$ cat src/design/tsf_pkg.sv
// Shared types, limits and codes of the TSO scatter fragmenter.
`timescale 1ns / 1ps
`default_nettype none
package tsf_pkg;
	localparam int MAX_SEGMENTS = 64;
	localparam int MAX_FRAGMENTS = 32;
	localparam int QW = $clog2(MAX_SEGMENTS);
	localparam int SEGW = $clog2(MAX_SEGMENTS + 1);
	localparam int FRAGW = $clog2(MAX_FRAGMENTS + 1);

	localparam logic [1:0] REG_MSS = 2'd0;
	localparam logic [1:0] REG_HDR_LEN = 2'd1;
	localparam logic [1:0] REG_FRAG_SIZE = 2'd2;
	localparam logic [1:0] REG_MAX_DESC = 2'd3;

	typedef enum logic [1:0] {
		ERR_NONE = 2'd0,
		ERR_SLOTS = 2'd1,
		ERR_CONFIG = 2'd2,
		ERR_DESC = 2'd3
	} err_t;

	typedef logic [QW:0] qptr_t;

	typedef struct packed {
		logic [63:0] seg_addr;
		logic [15:0] seg_len;
		logic seg_first;
		logic seg_last;
		logic [4:0] frag_index;
		logic frag_tso_first;
		logic frag_tso_last;
		logic [15:0] frag_mss_count;
		logic releases_buffer;
		logic [1:0] error_code;
		logic last_of_run;
	} rec_t;

	typedef struct packed {
		logic en;
		logic [QW-1:0] idx;
		rec_t rec;
		qptr_t cp;
	} qwr_t;
endpackage
`default_nettype wire

$ cat src/design/tsf_if.sv
// Handshake channel interfaces for buffers, segment results and configuration.
`timescale 1ns / 1ps
`default_nettype none
interface tsf_in_if;
	logic valid;
	logic ready;
	logic [63:0] buf_addr;
	logic [15:0] buf_len;
	logic is_first;
	logic is_last;
	modport source(output valid, buf_addr, buf_len, is_first, is_last, input ready);
	modport sink(input valid, buf_addr, buf_len, is_first, is_last, output ready);
endinterface


interface tsf_cfg_if;
	logic valid;
	logic ready;
	logic [1:0] index;
	logic [15:0] data;
	modport source(output valid, index, data, input ready);
	modport sink(input valid, index, data, output ready);
endinterface
`default_nettype wire

$ cat src/design/tsf_div.sv
// Restoring divider, one quotient bit per cycle, shared by the front end.
`timescale 1ns / 1ps
`default_nettype none
module tsf_div
	import tsf_pkg::*;
(
	input wire logic clk,
	input wire logic arst_n,
	input wire logic start,
	input wire logic [17:0] dvd,
	input wire logic [13:0] dvs,
	output logic done,
	output logic [17:0] quo
);
	logic busy_q;
	logic [4:0] cnt_q;
	logic [13:0] rem_q;
	logic [17:0] quo_q;
	logic [13:0] dvs_q;
	logic done_q;
	logic [14:0] trial;
	logic take;

	assign trial = {rem_q, quo_q[17]};
	assign take = trial >= {1'b0, dvs_q};

	always_ff @(posedge clk or negedge arst_n) begin
		if (!arst_n) begin
			busy_q <= 1'b0;
			cnt_q <= '0;
			done_q <= 1'b0;
		end else begin
			done_q <= 1'b0;
			if (start) begin
				busy_q <= 1'b1;
				cnt_q <= '0;
			end else if (busy_q) begin
				cnt_q <= cnt_q + 5'd1;
				if (cnt_q == 5'd17) begin
					busy_q <= 1'b0;
					done_q <= 1'b1;
				end
			end
		end
	end

	// The partial remainder stays below the divisor, so 14 bits hold it.
	always_ff @(posedge clk) begin
		if (start) begin
			rem_q <= '0;
			quo_q <= dvd;
			dvs_q <= dvs;
		end else if (busy_q) begin
			rem_q <= take ? 14'(trial - {1'b0, dvs_q}) : trial[13:0];
			quo_q <= {quo_q[16:0], take};
		end
	end

	assign done = done_q;
	assign quo = quo_q;
endmodule
`default_nettype wire

$ cat src/design/tsf_front.sv
// Front end: configuration, per-buffer fragmenting and writing results to the queue.
`timescale 1ns / 1ps
`default_nettype none
module tsf_front
	import tsf_pkg::*;
(
	input wire logic clk,
	input wire logic arst_n,
	tsf_in_if.sink in_ch,
	tsf_cfg_if.sink cfg_ch,
	input wire qptr_t rd_ptr,
	output qwr_t wr
);
	typedef enum logic [3:0] {
		S_IDLE, S_MDIV, S_MMUL, S_MADD, S_TOP, S_BDIV, S_BMUL, S_BADD,
		S_HEAD, S_PAY, S_PDIV, S_PCHK, S_FIN
	} state_t;

	state_t state_q;
	logic [13:0] mss_q;
	logic [8:0] hdr_q;
	logic [15:0] fsz_q;
	logic [6:0] mdesc_q;
	logic [63:0] hdr_addr_q, addr_q;
	logic [17:0] fill_q, maxmss_q, maxfrag_q, mnum_q, fsize_q;
	logic [17:0] prod_q;
	logic [FRAGW-1:0] frag_q;
	logic [SEGW-1:0] seg_q;
	logic [7:0] sif_q;
	err_t err_q;
	logic tso_f_q, tso_l_q;
	logic [15:0] len_q;
	logic first_q, last_q, hdr_taken_q, open_frag_q, last_pay_q;
	logic pend_v_q;
	rec_t pend_q;
	qptr_t wptr_q, cp_q;
	qwr_t wr_q;
	logic div_go_q;
	logic [17:0] div_dvd_q;
	logic div_done;
	logic [17:0] div_quo;

	logic accept, bad_cfg, fail_now;
	err_t eff_err, fail_code;
	logic [7:0] sif_inc, half_desc;
	logic hc, lp, slots_full;
	logic [17:0] slen, rem, nb;
	logic [15:0] len_after;
	rec_t hrec, err_rec, fin_rec;

	function automatic logic [17:0] begun_dvd(input logic [17:0] fill,
		input logic [13:0] m, input logic [8:0] h);
		logic [18:0] top;
		top = {1'b0, fill} + {5'd0, m} - 19'd1;
		return (top >= {10'd0, h}) ? 18'(top - {10'd0, h}) : 18'd0;
	endfunction

	function automatic rec_t mk_rec(input logic [63:0] a, input logic [17:0] l,
		input logic f, input logic la, input logic [FRAGW-1:0] fi, input logic tf,
		input logic tl, input logic [17:0] mc);
		rec_t r;
		r = '0;
		r.seg_addr = a;
		r.seg_len = l[15:0];
		r.seg_first = f;
		r.seg_last = la;
		r.frag_index = fi[4:0];
		r.frag_tso_first = tf;
		r.frag_tso_last = tl;
		r.frag_mss_count = la ? mc[15:0] : 16'd0;
		return r;
	endfunction

	tsf_div u_div (
		.clk(clk), .arst_n(arst_n), .start(div_go_q), .dvd(div_dvd_q), .dvs(mss_q),
		.done(div_done), .quo(div_quo)
	);

	assign cfg_ch.ready = 1'b1;
	assign in_ch.ready = (state_q == S_IDLE) && (rd_ptr == cp_q);
	assign accept = in_ch.valid && in_ch.ready;
	assign wr = wr_q;

	always_comb begin
		bad_cfg = (mss_q == 14'd0) || ({1'b0, fsz_q} < {3'd0, mss_q} + {8'd0, hdr_q});
		eff_err = in_ch.is_first ? ERR_NONE : err_q;
		sif_inc = sif_q + 8'd1;
		half_desc = {1'b0, mdesc_q} >> 1;
		slots_full = (frag_q >= FRAGW'(MAX_FRAGMENTS)) || (seg_q >= SEGW'(MAX_SEGMENTS));
		hc = first_q && !hdr_taken_q;
		if (hc) slen = ({2'd0, len_q} < fsize_q) ? {2'd0, len_q} : fsize_q;
		else slen = {9'd0, hdr_q};
		len_after = len_q - slen[15:0];
		if (!hc) len_after = len_q;
		lp = (slen == fsize_q) || (first_q && last_q && len_after == 16'd0);
		hrec = mk_rec(hdr_addr_q, slen, 1'b1, lp, frag_q, first_q && open_frag_q,
			first_q && last_q && len_after == 16'd0, mnum_q);
		rem = (fsize_q > fill_q) ? fsize_q - fill_q : 18'd0;
		nb = (div_quo == 18'd0) ? 18'd1 : div_quo;
		fin_rec = pend_q;
		fin_rec.releases_buffer = last_pay_q || first_q;
		fin_rec.last_of_run = 1'b1;
		fail_now = 1'b0;
		fail_code = ERR_NONE;
		case (state_q)
			S_IDLE: begin
				if (accept && eff_err != ERR_NONE) begin
					fail_now = 1'b1;
					fail_code = eff_err;
				end else if (accept && bad_cfg) begin
					fail_now = 1'b1;
					fail_code = ERR_CONFIG;
				end
			end
			S_TOP, S_PCHK: begin
				fail_now = slots_full;
				fail_code = ERR_SLOTS;
			end
			S_HEAD: begin
				fail_now = (fill_q == 18'd0) && (sif_inc > {1'b0, mdesc_q});
				fail_code = ERR_DESC;
			end
			S_PAY: begin
				if (seg_q >= SEGW'(MAX_SEGMENTS)) begin
					fail_now = 1'b1;
					fail_code = ERR_SLOTS;
				end else if (len_q != 16'd0 && sif_inc > {1'b0, mdesc_q}) begin
					fail_now = 1'b1;
					fail_code = ERR_DESC;
				end
			end
			default: begin
				fail_now = 1'b0;
			end
		endcase
		err_rec = '0;
		err_rec.error_code = fail_code;
		err_rec.last_of_run = 1'b1;
	end

	always_ff @(posedge clk or negedge arst_n) begin
		if (!arst_n) begin
			state_q <= S_IDLE;
			mss_q <= 14'd1460;
			hdr_q <= 9'd54;
			fsz_q <= 16'd65535;
			mdesc_q <= 7'd16;
			hdr_addr_q <= '0;
			fill_q <= '0;
			frag_q <= '0;
			seg_q <= '0;
			sif_q <= '0;
			err_q <= ERR_NONE;
			tso_f_q <= 1'b0;
			tso_l_q <= 1'b0;
			pend_v_q <= 1'b0;
			wptr_q <= '0;
			cp_q <= '0;
			wr_q <= '0;
			div_go_q <= 1'b0;
		end else begin
			wr_q.en <= 1'b0;
			div_go_q <= 1'b0;
			if (cfg_ch.valid) begin
				case (cfg_ch.index)
					REG_MSS: mss_q <= cfg_ch.data[13:0];
					REG_HDR_LEN: hdr_q <= cfg_ch.data[8:0];
					REG_FRAG_SIZE: fsz_q <= cfg_ch.data;
					REG_MAX_DESC: mdesc_q <= cfg_ch.data[6:0];
					default: mss_q <= mss_q;
				endcase
			end
			case (state_q)
				S_IDLE: begin
					if (accept) begin
						addr_q <= in_ch.buf_addr;
						len_q <= in_ch.buf_len;
						first_q <= in_ch.is_first;
						last_q <= in_ch.is_last;
						hdr_taken_q <= 1'b0;
						open_frag_q <= 1'b1;
						last_pay_q <= 1'b0;
						if (in_ch.is_first) begin
							hdr_addr_q <= in_ch.buf_addr;
							fill_q <= '0;
							frag_q <= '0;
							seg_q <= '0;
							sif_q <= '0;
							err_q <= ERR_NONE;
							tso_f_q <= 1'b0;
							tso_l_q <= 1'b0;
						end
						div_go_q <= 1'b1;
						div_dvd_q <= {2'd0, fsz_q - {7'd0, hdr_q}};
						state_q <= S_MDIV;
					end
				end
				S_MDIV: begin
					if (div_done) begin
						maxmss_q <= div_quo;
						state_q <= S_MMUL;
					end
				end
				S_MMUL: begin
					prod_q <= 18'(maxmss_q * mss_q);
					state_q <= S_MADD;
				end
				S_MADD: begin
					maxfrag_q <= prod_q + {9'd0, hdr_q};
					state_q <= S_TOP;
				end
				S_TOP: begin
					if (sif_q > half_desc) begin
						div_go_q <= 1'b1;
						div_dvd_q <= begun_dvd(fill_q, mss_q, hdr_q);
						state_q <= S_BDIV;
					end else begin
						fsize_q <= maxfrag_q;
						mnum_q <= maxmss_q;
						state_q <= S_HEAD;
					end
				end
				S_BDIV: begin
					if (div_done) begin
						mnum_q <= nb;
						state_q <= S_BMUL;
					end
				end
				S_BMUL: begin
					prod_q <= 18'(mnum_q * mss_q);
					state_q <= S_BADD;
				end
				S_BADD: begin
					fsize_q <= prod_q + {9'd0, hdr_q};
					state_q <= S_HEAD;
				end
				S_HEAD: begin
					state_q <= S_PAY;
					if (fill_q == 18'd0) begin
						if (pend_v_q) begin
							wr_q.en <= 1'b1;
							wr_q.idx <= wptr_q[QW-1:0];
							wr_q.rec <= pend_q;
							wptr_q <= wptr_q + qptr_t'(1);
						end
						pend_q <= hrec;
						pend_v_q <= 1'b1;
						last_pay_q <= 1'b0;
						open_frag_q <= 1'b0;
						if (hc) begin
							hdr_taken_q <= 1'b1;
							addr_q <= addr_q + {46'd0, slen};
						end
						len_q <= len_after;
						tso_f_q <= hrec.frag_tso_first;
						tso_l_q <= hrec.frag_tso_last;
						seg_q <= seg_q + SEGW'(1);
						if (slen == fsize_q) begin
							frag_q <= frag_q + FRAGW'(1);
							fill_q <= '0;
							sif_q <= '0;
							state_q <= S_TOP;
						end else begin
							fill_q <= slen;
							sif_q <= sif_inc;
						end
					end
				end
				S_PAY: begin
					if (len_q == 16'd0) begin
						state_q <= S_FIN;
					end else if ({2'd0, len_q} < rem) begin
						if (last_q) tso_l_q <= 1'b1;
						fill_q <= fill_q + {2'd0, len_q};
						seg_q <= seg_q + SEGW'(1);
						sif_q <= sif_inc;
						div_go_q <= 1'b1;
						div_dvd_q <= begun_dvd(fill_q + {2'd0, len_q}, mss_q, hdr_q);
						state_q <= S_PDIV;
					end else begin
						if (pend_v_q) begin
							wr_q.en <= 1'b1;
							wr_q.idx <= wptr_q[QW-1:0];
							wr_q.rec <= pend_q;
							wptr_q <= wptr_q + qptr_t'(1);
						end
						pend_q <= mk_rec(addr_q, rem, 1'b0, 1'b1, frag_q, tso_f_q,
							tso_l_q || (last_q && len_q == rem[15:0]), mnum_q);
						pend_v_q <= 1'b1;
						if (last_q && len_q == rem[15:0]) tso_l_q <= 1'b1;
						len_q <= len_q - rem[15:0];
						addr_q <= addr_q + {46'd0, rem};
						fill_q <= '0;
						sif_q <= '0;
						seg_q <= seg_q + SEGW'(1);
						frag_q <= frag_q + FRAGW'(1);
						last_pay_q <= 1'b1;
						state_q <= S_PCHK;
					end
				end
				S_PDIV: begin
					if (div_done) begin
						if (pend_v_q) begin
							wr_q.en <= 1'b1;
							wr_q.idx <= wptr_q[QW-1:0];
							wr_q.rec <= pend_q;
							wptr_q <= wptr_q + qptr_t'(1);
						end
						pend_q <= mk_rec(addr_q, {2'd0, len_q}, 1'b0, last_q, frag_q,
							tso_f_q, tso_l_q, nb);
						pend_v_q <= 1'b1;
						addr_q <= addr_q + {48'd0, len_q};
						len_q <= '0;
						last_pay_q <= 1'b1;
						state_q <= S_PCHK;
					end
				end
				S_PCHK: begin
					state_q <= (len_q == 16'd0) ? S_FIN : S_TOP;
				end
				S_FIN: begin
					if (pend_v_q) begin
						wr_q.en <= 1'b1;
						wr_q.idx <= wptr_q[QW-1:0];
						wr_q.rec <= fin_rec;
						wptr_q <= wptr_q + qptr_t'(1);
						cp_q <= wptr_q + qptr_t'(1);
						wr_q.cp <= wptr_q + qptr_t'(1);
					end
					pend_v_q <= 1'b0;
					state_q <= S_IDLE;
				end
				default: begin
					state_q <= S_IDLE;
				end
			endcase
			// An error drops what the item produced and leaves one error result.
			if (fail_now) begin
				err_q <= fail_code;
				wr_q.en <= 1'b1;
				wr_q.idx <= cp_q[QW-1:0];
				wr_q.rec <= err_rec;
				wr_q.cp <= cp_q + qptr_t'(1);
				cp_q <= cp_q + qptr_t'(1);
				wptr_q <= cp_q + qptr_t'(1);
				pend_v_q <= 1'b0;
				div_go_q <= 1'b0;
				state_q <= S_IDLE;
			end
		end
	end
endmodule
`default_nettype wire

$ cat src/flat_wrapper.sv
// flat-port wrapper written by rule: the top's interface ports become plain ports
module tsf_front_flat import tsf_pkg::*;
  (clk, arst_n, rd_ptr, wr, in_ch_valid, in_ch_buf_addr, in_ch_buf_len, in_ch_is_first, in_ch_is_last, in_ch_ready, cfg_ch_valid, cfg_ch_index, cfg_ch_data, cfg_ch_ready);
  tsf_in_if in_ch_i ();
  tsf_cfg_if cfg_ch_i ();
  input wire logic clk;
  input wire logic arst_n;
  input wire qptr_t rd_ptr;
  output qwr_t wr;
  input wire logic [$bits(in_ch_i.valid)-1:0] in_ch_valid;
  input wire logic [$bits(in_ch_i.buf_addr)-1:0] in_ch_buf_addr;
  input wire logic [$bits(in_ch_i.buf_len)-1:0] in_ch_buf_len;
  input wire logic [$bits(in_ch_i.is_first)-1:0] in_ch_is_first;
  input wire logic [$bits(in_ch_i.is_last)-1:0] in_ch_is_last;
  output wire logic [$bits(in_ch_i.ready)-1:0] in_ch_ready;
  input wire logic [$bits(cfg_ch_i.valid)-1:0] cfg_ch_valid;
  input wire logic [$bits(cfg_ch_i.index)-1:0] cfg_ch_index;
  input wire logic [$bits(cfg_ch_i.data)-1:0] cfg_ch_data;
  output wire logic [$bits(cfg_ch_i.ready)-1:0] cfg_ch_ready;
  assign in_ch_i.valid = in_ch_valid;
  assign in_ch_i.buf_addr = in_ch_buf_addr;
  assign in_ch_i.buf_len = in_ch_buf_len;
  assign in_ch_i.is_first = in_ch_is_first;
  assign in_ch_i.is_last = in_ch_is_last;
  assign in_ch_ready = in_ch_i.ready;
  assign cfg_ch_i.valid = cfg_ch_valid;
  assign cfg_ch_i.index = cfg_ch_index;
  assign cfg_ch_i.data = cfg_ch_data;
  assign cfg_ch_ready = cfg_ch_i.ready;
  tsf_front u_core (.clk(clk), .arst_n(arst_n), .in_ch(in_ch_i), .cfg_ch(cfg_ch_i), .rd_ptr(rd_ptr), .wr(wr));
endmodule
$ cat config.mk
export PLATFORM = sky130hd
export DESIGN_NAME = tsf_front_flat
export DESIGN_NICKNAME = d
export VERILOG_FILES = /design/src/design/tsf_pkg.sv /design/src/design/tsf_if.sv /design/src/design/tsf_div.sv /design/src/design/tsf_front.sv /design/src/flat_wrapper.sv
export SDC_FILE = /design/constraint.sdc
export NUM_CORES = 2
export LEC_CHECK = 0
export BUFFER_PORTS_ARGS = -buffer_cell sky130_fd_sc_hd__clkbuf_2
export CAP_MARGIN = 20
export CELL_PAD_IN_SITES_DETAIL_PLACEMENT = 1
export CELL_PAD_IN_SITES_GLOBAL_PLACEMENT = 2
export CORE_ASPECT_RATIO = 0.75
export CORE_UTILIZATION = 35
export CTS_CLUSTER_DIAMETER = 50
export DETAILED_ROUTE_END_ITERATION = 12
export MAX_ROUTING_LAYER = met4
export PLACE_DENSITY = 0.79
export SKIP_CTS_REPAIR_TIMING = 1
export SYNTH_ARGS = -nofsm -noshare
export SYNTH_HDL_FRONTEND = slang
export SYNTH_SLANG_ARGS = --single-unit
$ cat constraint.sdc
create_clock -name clk -period 11 [get_ports clk]
set_input_delay 1.1 -clock clk [delete_from_list [all_inputs] [get_ports clk]]
set_output_delay 1.1 -clock clk [all_outputs]
set_load 0.05 [all_outputs]
==> flow_summary_export.csv <==
group,metric,value,unit
timing,worstMarginPinSlew,1300,ps
timing,setup_viol,0,
place,port_buffers,234,
global_route,grt_max_degree,120,
timing,rsz0062_at_grt,"no",
setup_path,crit_fanout,54,
clock_tree,cts_max_level,3,
synth,yosys-top-cells-area,"edfxtp_1 20%, dfrtp_1 14%, fa_1 9.1%",
finish,drive_above_1_share,0.119,
die,die_h,324,um
timing,hold_viol_final,0,
detailed_routing,wl_per_cell,23.7,um
detailed_routing,vias,38961,
detailed_routing,drtIter0Drc,3393,
setup_path,rr_worst_depth,24,
detailed_routing,dr.pass1.iters,7,
timing,finalCritPeriodShare,0.728,
finish,seqCellArea,0.0178,mm2
timing,finalCriticalPeriod,8010,ps
timing,setup_tns,0,ps
synth,async_flop_share,0.468,
flow_run,cap_violations,0,
place,dp_slack,3260,ps
timing,maxSlewHeadroom,0.125,
setup_path,cp.arrival,8300,ps
synth,yosysWarnings,0,
status,outcome,"finished clean",
detailed_routing,vias_per_cell,5.39,
setup_path,startpoint_type,"flip-flop",
die,initial_core_util,0.355,
synth,postSynthAreaPerCell,9.45,um2
timing,skew,48.6,ps
clock_tree,clock_path_buffers,3,
die,die_w,432,um
synth,ys_ff_latch,647,
detailed_routing,route.detailed.drc,0,
clock_tree,cts_tree,"yes",
clock_tree,clk_latency,700,ps
synth,synth_nets,5802,
place,dpl.hpwl,128000,um
synth,synthFlopType,"edfxtp_1",
finish,final_net_count,5985,
synth,synth_edf_count,330,
die,rows,117,
min_path,hold_class,"input pin to async pin",
timing,setup_ws,2990,ps
synth,seq_area_frac_synth,0.368,
finish,fin_util,0.401,
finish,area_delta_synth_final,13.1,%
die,fp.coreArea,0.136,mm2
timing,slew_viol_final,0,
synth,synth_cell_types,97,
power,pwr_density_cell,343,mW/mm2
global_route,grt_pass1_vias,40278,
synth,syn_inst,5123,
power,ir_worst_vdd,381,uV
clock_tree,cts_made_buffers,86,
synth,synth_top_area_share,0.205,
power,leakage,25.2,nW
detailed_routing,wirelength,172000,um
power,p_total,18.8,mW
timing,fmax,125,MHz
clock_tree,clkSlewWorstSetupHoldPaths,60,ps
detailed_routing,ant_nets,0,
finish,fillerInstances,15691,
clock_tree,cts_root_buf,"clkbuf_16",
setup_path,cp.required,11290,ps
clock_tree,clock_sinks,647,
setup_path,end_kind,"flip-flop",
place,gp_congestion,0.939,
global_route,antenna_found_initial,11,
die,die_area,0.140,mm2
global_route,grt_pass1_wl,259000,um
setup_path,path_class,"flip-flop to flip-flop",
global_route,track_usage,0.252,
finish,multi_input_area,0.0281,mm2
synth,synthesis.area,0.0484,mm2
global_route,grt-ovfl-total,0,
synth,synth_top_area_cell,"edfxtp_1",
die,io_pins,236,
-- layout make-up --
type                    instances  share of cell area
diodes                          5            0.000228
clock buffers                 101              0.0416
clock inverters                60              0.0114
inverters                     467              0.0320
multi-input cells            3791               0.514
flip-flops and latches        647               0.325
well taps                    1844              0.0421
repair buffers                313              0.0339
-- cell usage in the layout (no fill, tap or decap), drive strengths merged, types with 21 or more instances in the layout --
cell,instances
mux2,100
xor2,140
and2,157
o21ai,265
clkbuf,334
buf,80
nor2b,34
a21oi,187
inv,481
clkinv,36
nand3,63
nand2,899
nor4,25
and3,45
or3,21
o211ai,30
a21o,67
nand2b,33
a211oi,40
fa,221
o21bai,25
edfxtp,330
dfstp,27
ha,347
mux2i,147
dfrtp,276
nor3,57
a31oi,34
o21a,45
nor2,306
nand4,38
o221ai,24
xnor2,197
a22oi,24
-- kinds of logic (layout without fill, tap and decap cells) --
logic type / Yosys count / count (layout) / synth area share
simple gates: 1730 / 1730 / 0.160
compound gates: 908 / 908 / 0.122
buf+inv: 685 / 941 / 0.0541
flops: 647 / 647 / 0.368
fa+ha+maj: 568 / 568 / 0.181
xor+xnor: 337 / 337 / 0.0611
mux: 247 / 247 / 0.0536
other cells: 1 / 6 / 0.0000774
-- worst max-delay path, cell delays in order (launching register included) --
cell	delay [ps]
edfxtp_1	470
inv_1	100
ha_1	170
inv_1	60
fa_1	430
a211oi_1	300
o21ai_0	250
a41o_1	340
o31ai_1	210
nor2b_1	470
a31oi_2	50
buf_4	240
nand2_1	110
ha_1	300
o21ai_0	170
o21ai_0	380
a31oi_1	250
a211oi_1	260
nor2_1	100
o21a_1	330
a21oi_2	460
a21oi_1	130
or3_1	510
nor2_4	680
buf_4	800
-- report_power, final --
part	internal [mW]	switching (mW)	leakage, nW	total (mW)
clock	1.62	1.25	1.41	2.87
sequential	3.07	0.424	7.06	3.49
combinational	4.85	7.58	16.7	12.4
total	9.53	9.25	25.2	18.8
-- cell usage after synthesis (57+ instances only) --
cell type,instances
dfrtp_1,276
inv_1,463
clkbuf_1,170
xor2_1,140
fa_1,221
nor2_1,306
nand2_1,899
o21ai_0,263
mux2i_1,147
mux2_2,100
xnor2_1,196
and2_1,156
nor3_1,57
nand3_1,63
ha_1,347
a21oi_1,186
edfxtp_1,330
a21o_1,67
-- state kept, by name, summed over array words and instances (netlist names), 64 cells and up --
| register | flops |
|---|---|
| u_core.fin_rec | 105 |
| u_core.addr_q | 64 |
| u_core.hdr_addr_q | 64 |
| u_core.wr | 123 |
-- path summary, 6_finish.rpt --
kind | start | endpoint | slack, ps
setup / recovery | u_core.fsize_q[0]$_DFFE_PP_ | u_core.fin_rec[107]$_DFFE_PP_ | 2990
max in group asynchronous | arst_n | u_core.mss_q[11]$_DFFE_PN0P_ | 8510
hold / removal | arst_n | u_core.wr[91]$_DFFE_PN0P_ | 400
setup reg to reg | u_core.fsize_q[0]$_DFFE_PP_ | u_core.fin_rec[107]$_DFFE_PP_ | 2990
hold reg to reg | u_core.hdr_addr_q[61]$_DFFE_PN0P_ | u_core.hdr_addr_q[61]$_DFFE_PN0P_ | 470
min in group clk | u_core.hdr_addr_q[61]$_DFFE_PN0P_ | u_core.hdr_addr_q[61]$_DFFE_PN0P_ | 470
-- stage by stage --
stage	cells	cell area (um2)	hold WS, ps
floorplan	5123	48400	441
global placement	7057	51800	454
detailed placement	7057	51800	462
CTS	7218	54700	371
global route	7226	54800	398
finish	7228	54800	395
-- layer usage --
layer,vias to the layer above,share of wire,GRT usage
met3,212,0.071,0.0539
li1,17943,-,-
met4,0,0.028,0.0709
met1,19759,0.47,0.357
met5,-,0,-
met2,1047,0.43,0.360
Power figures use the tool's default switching activity.
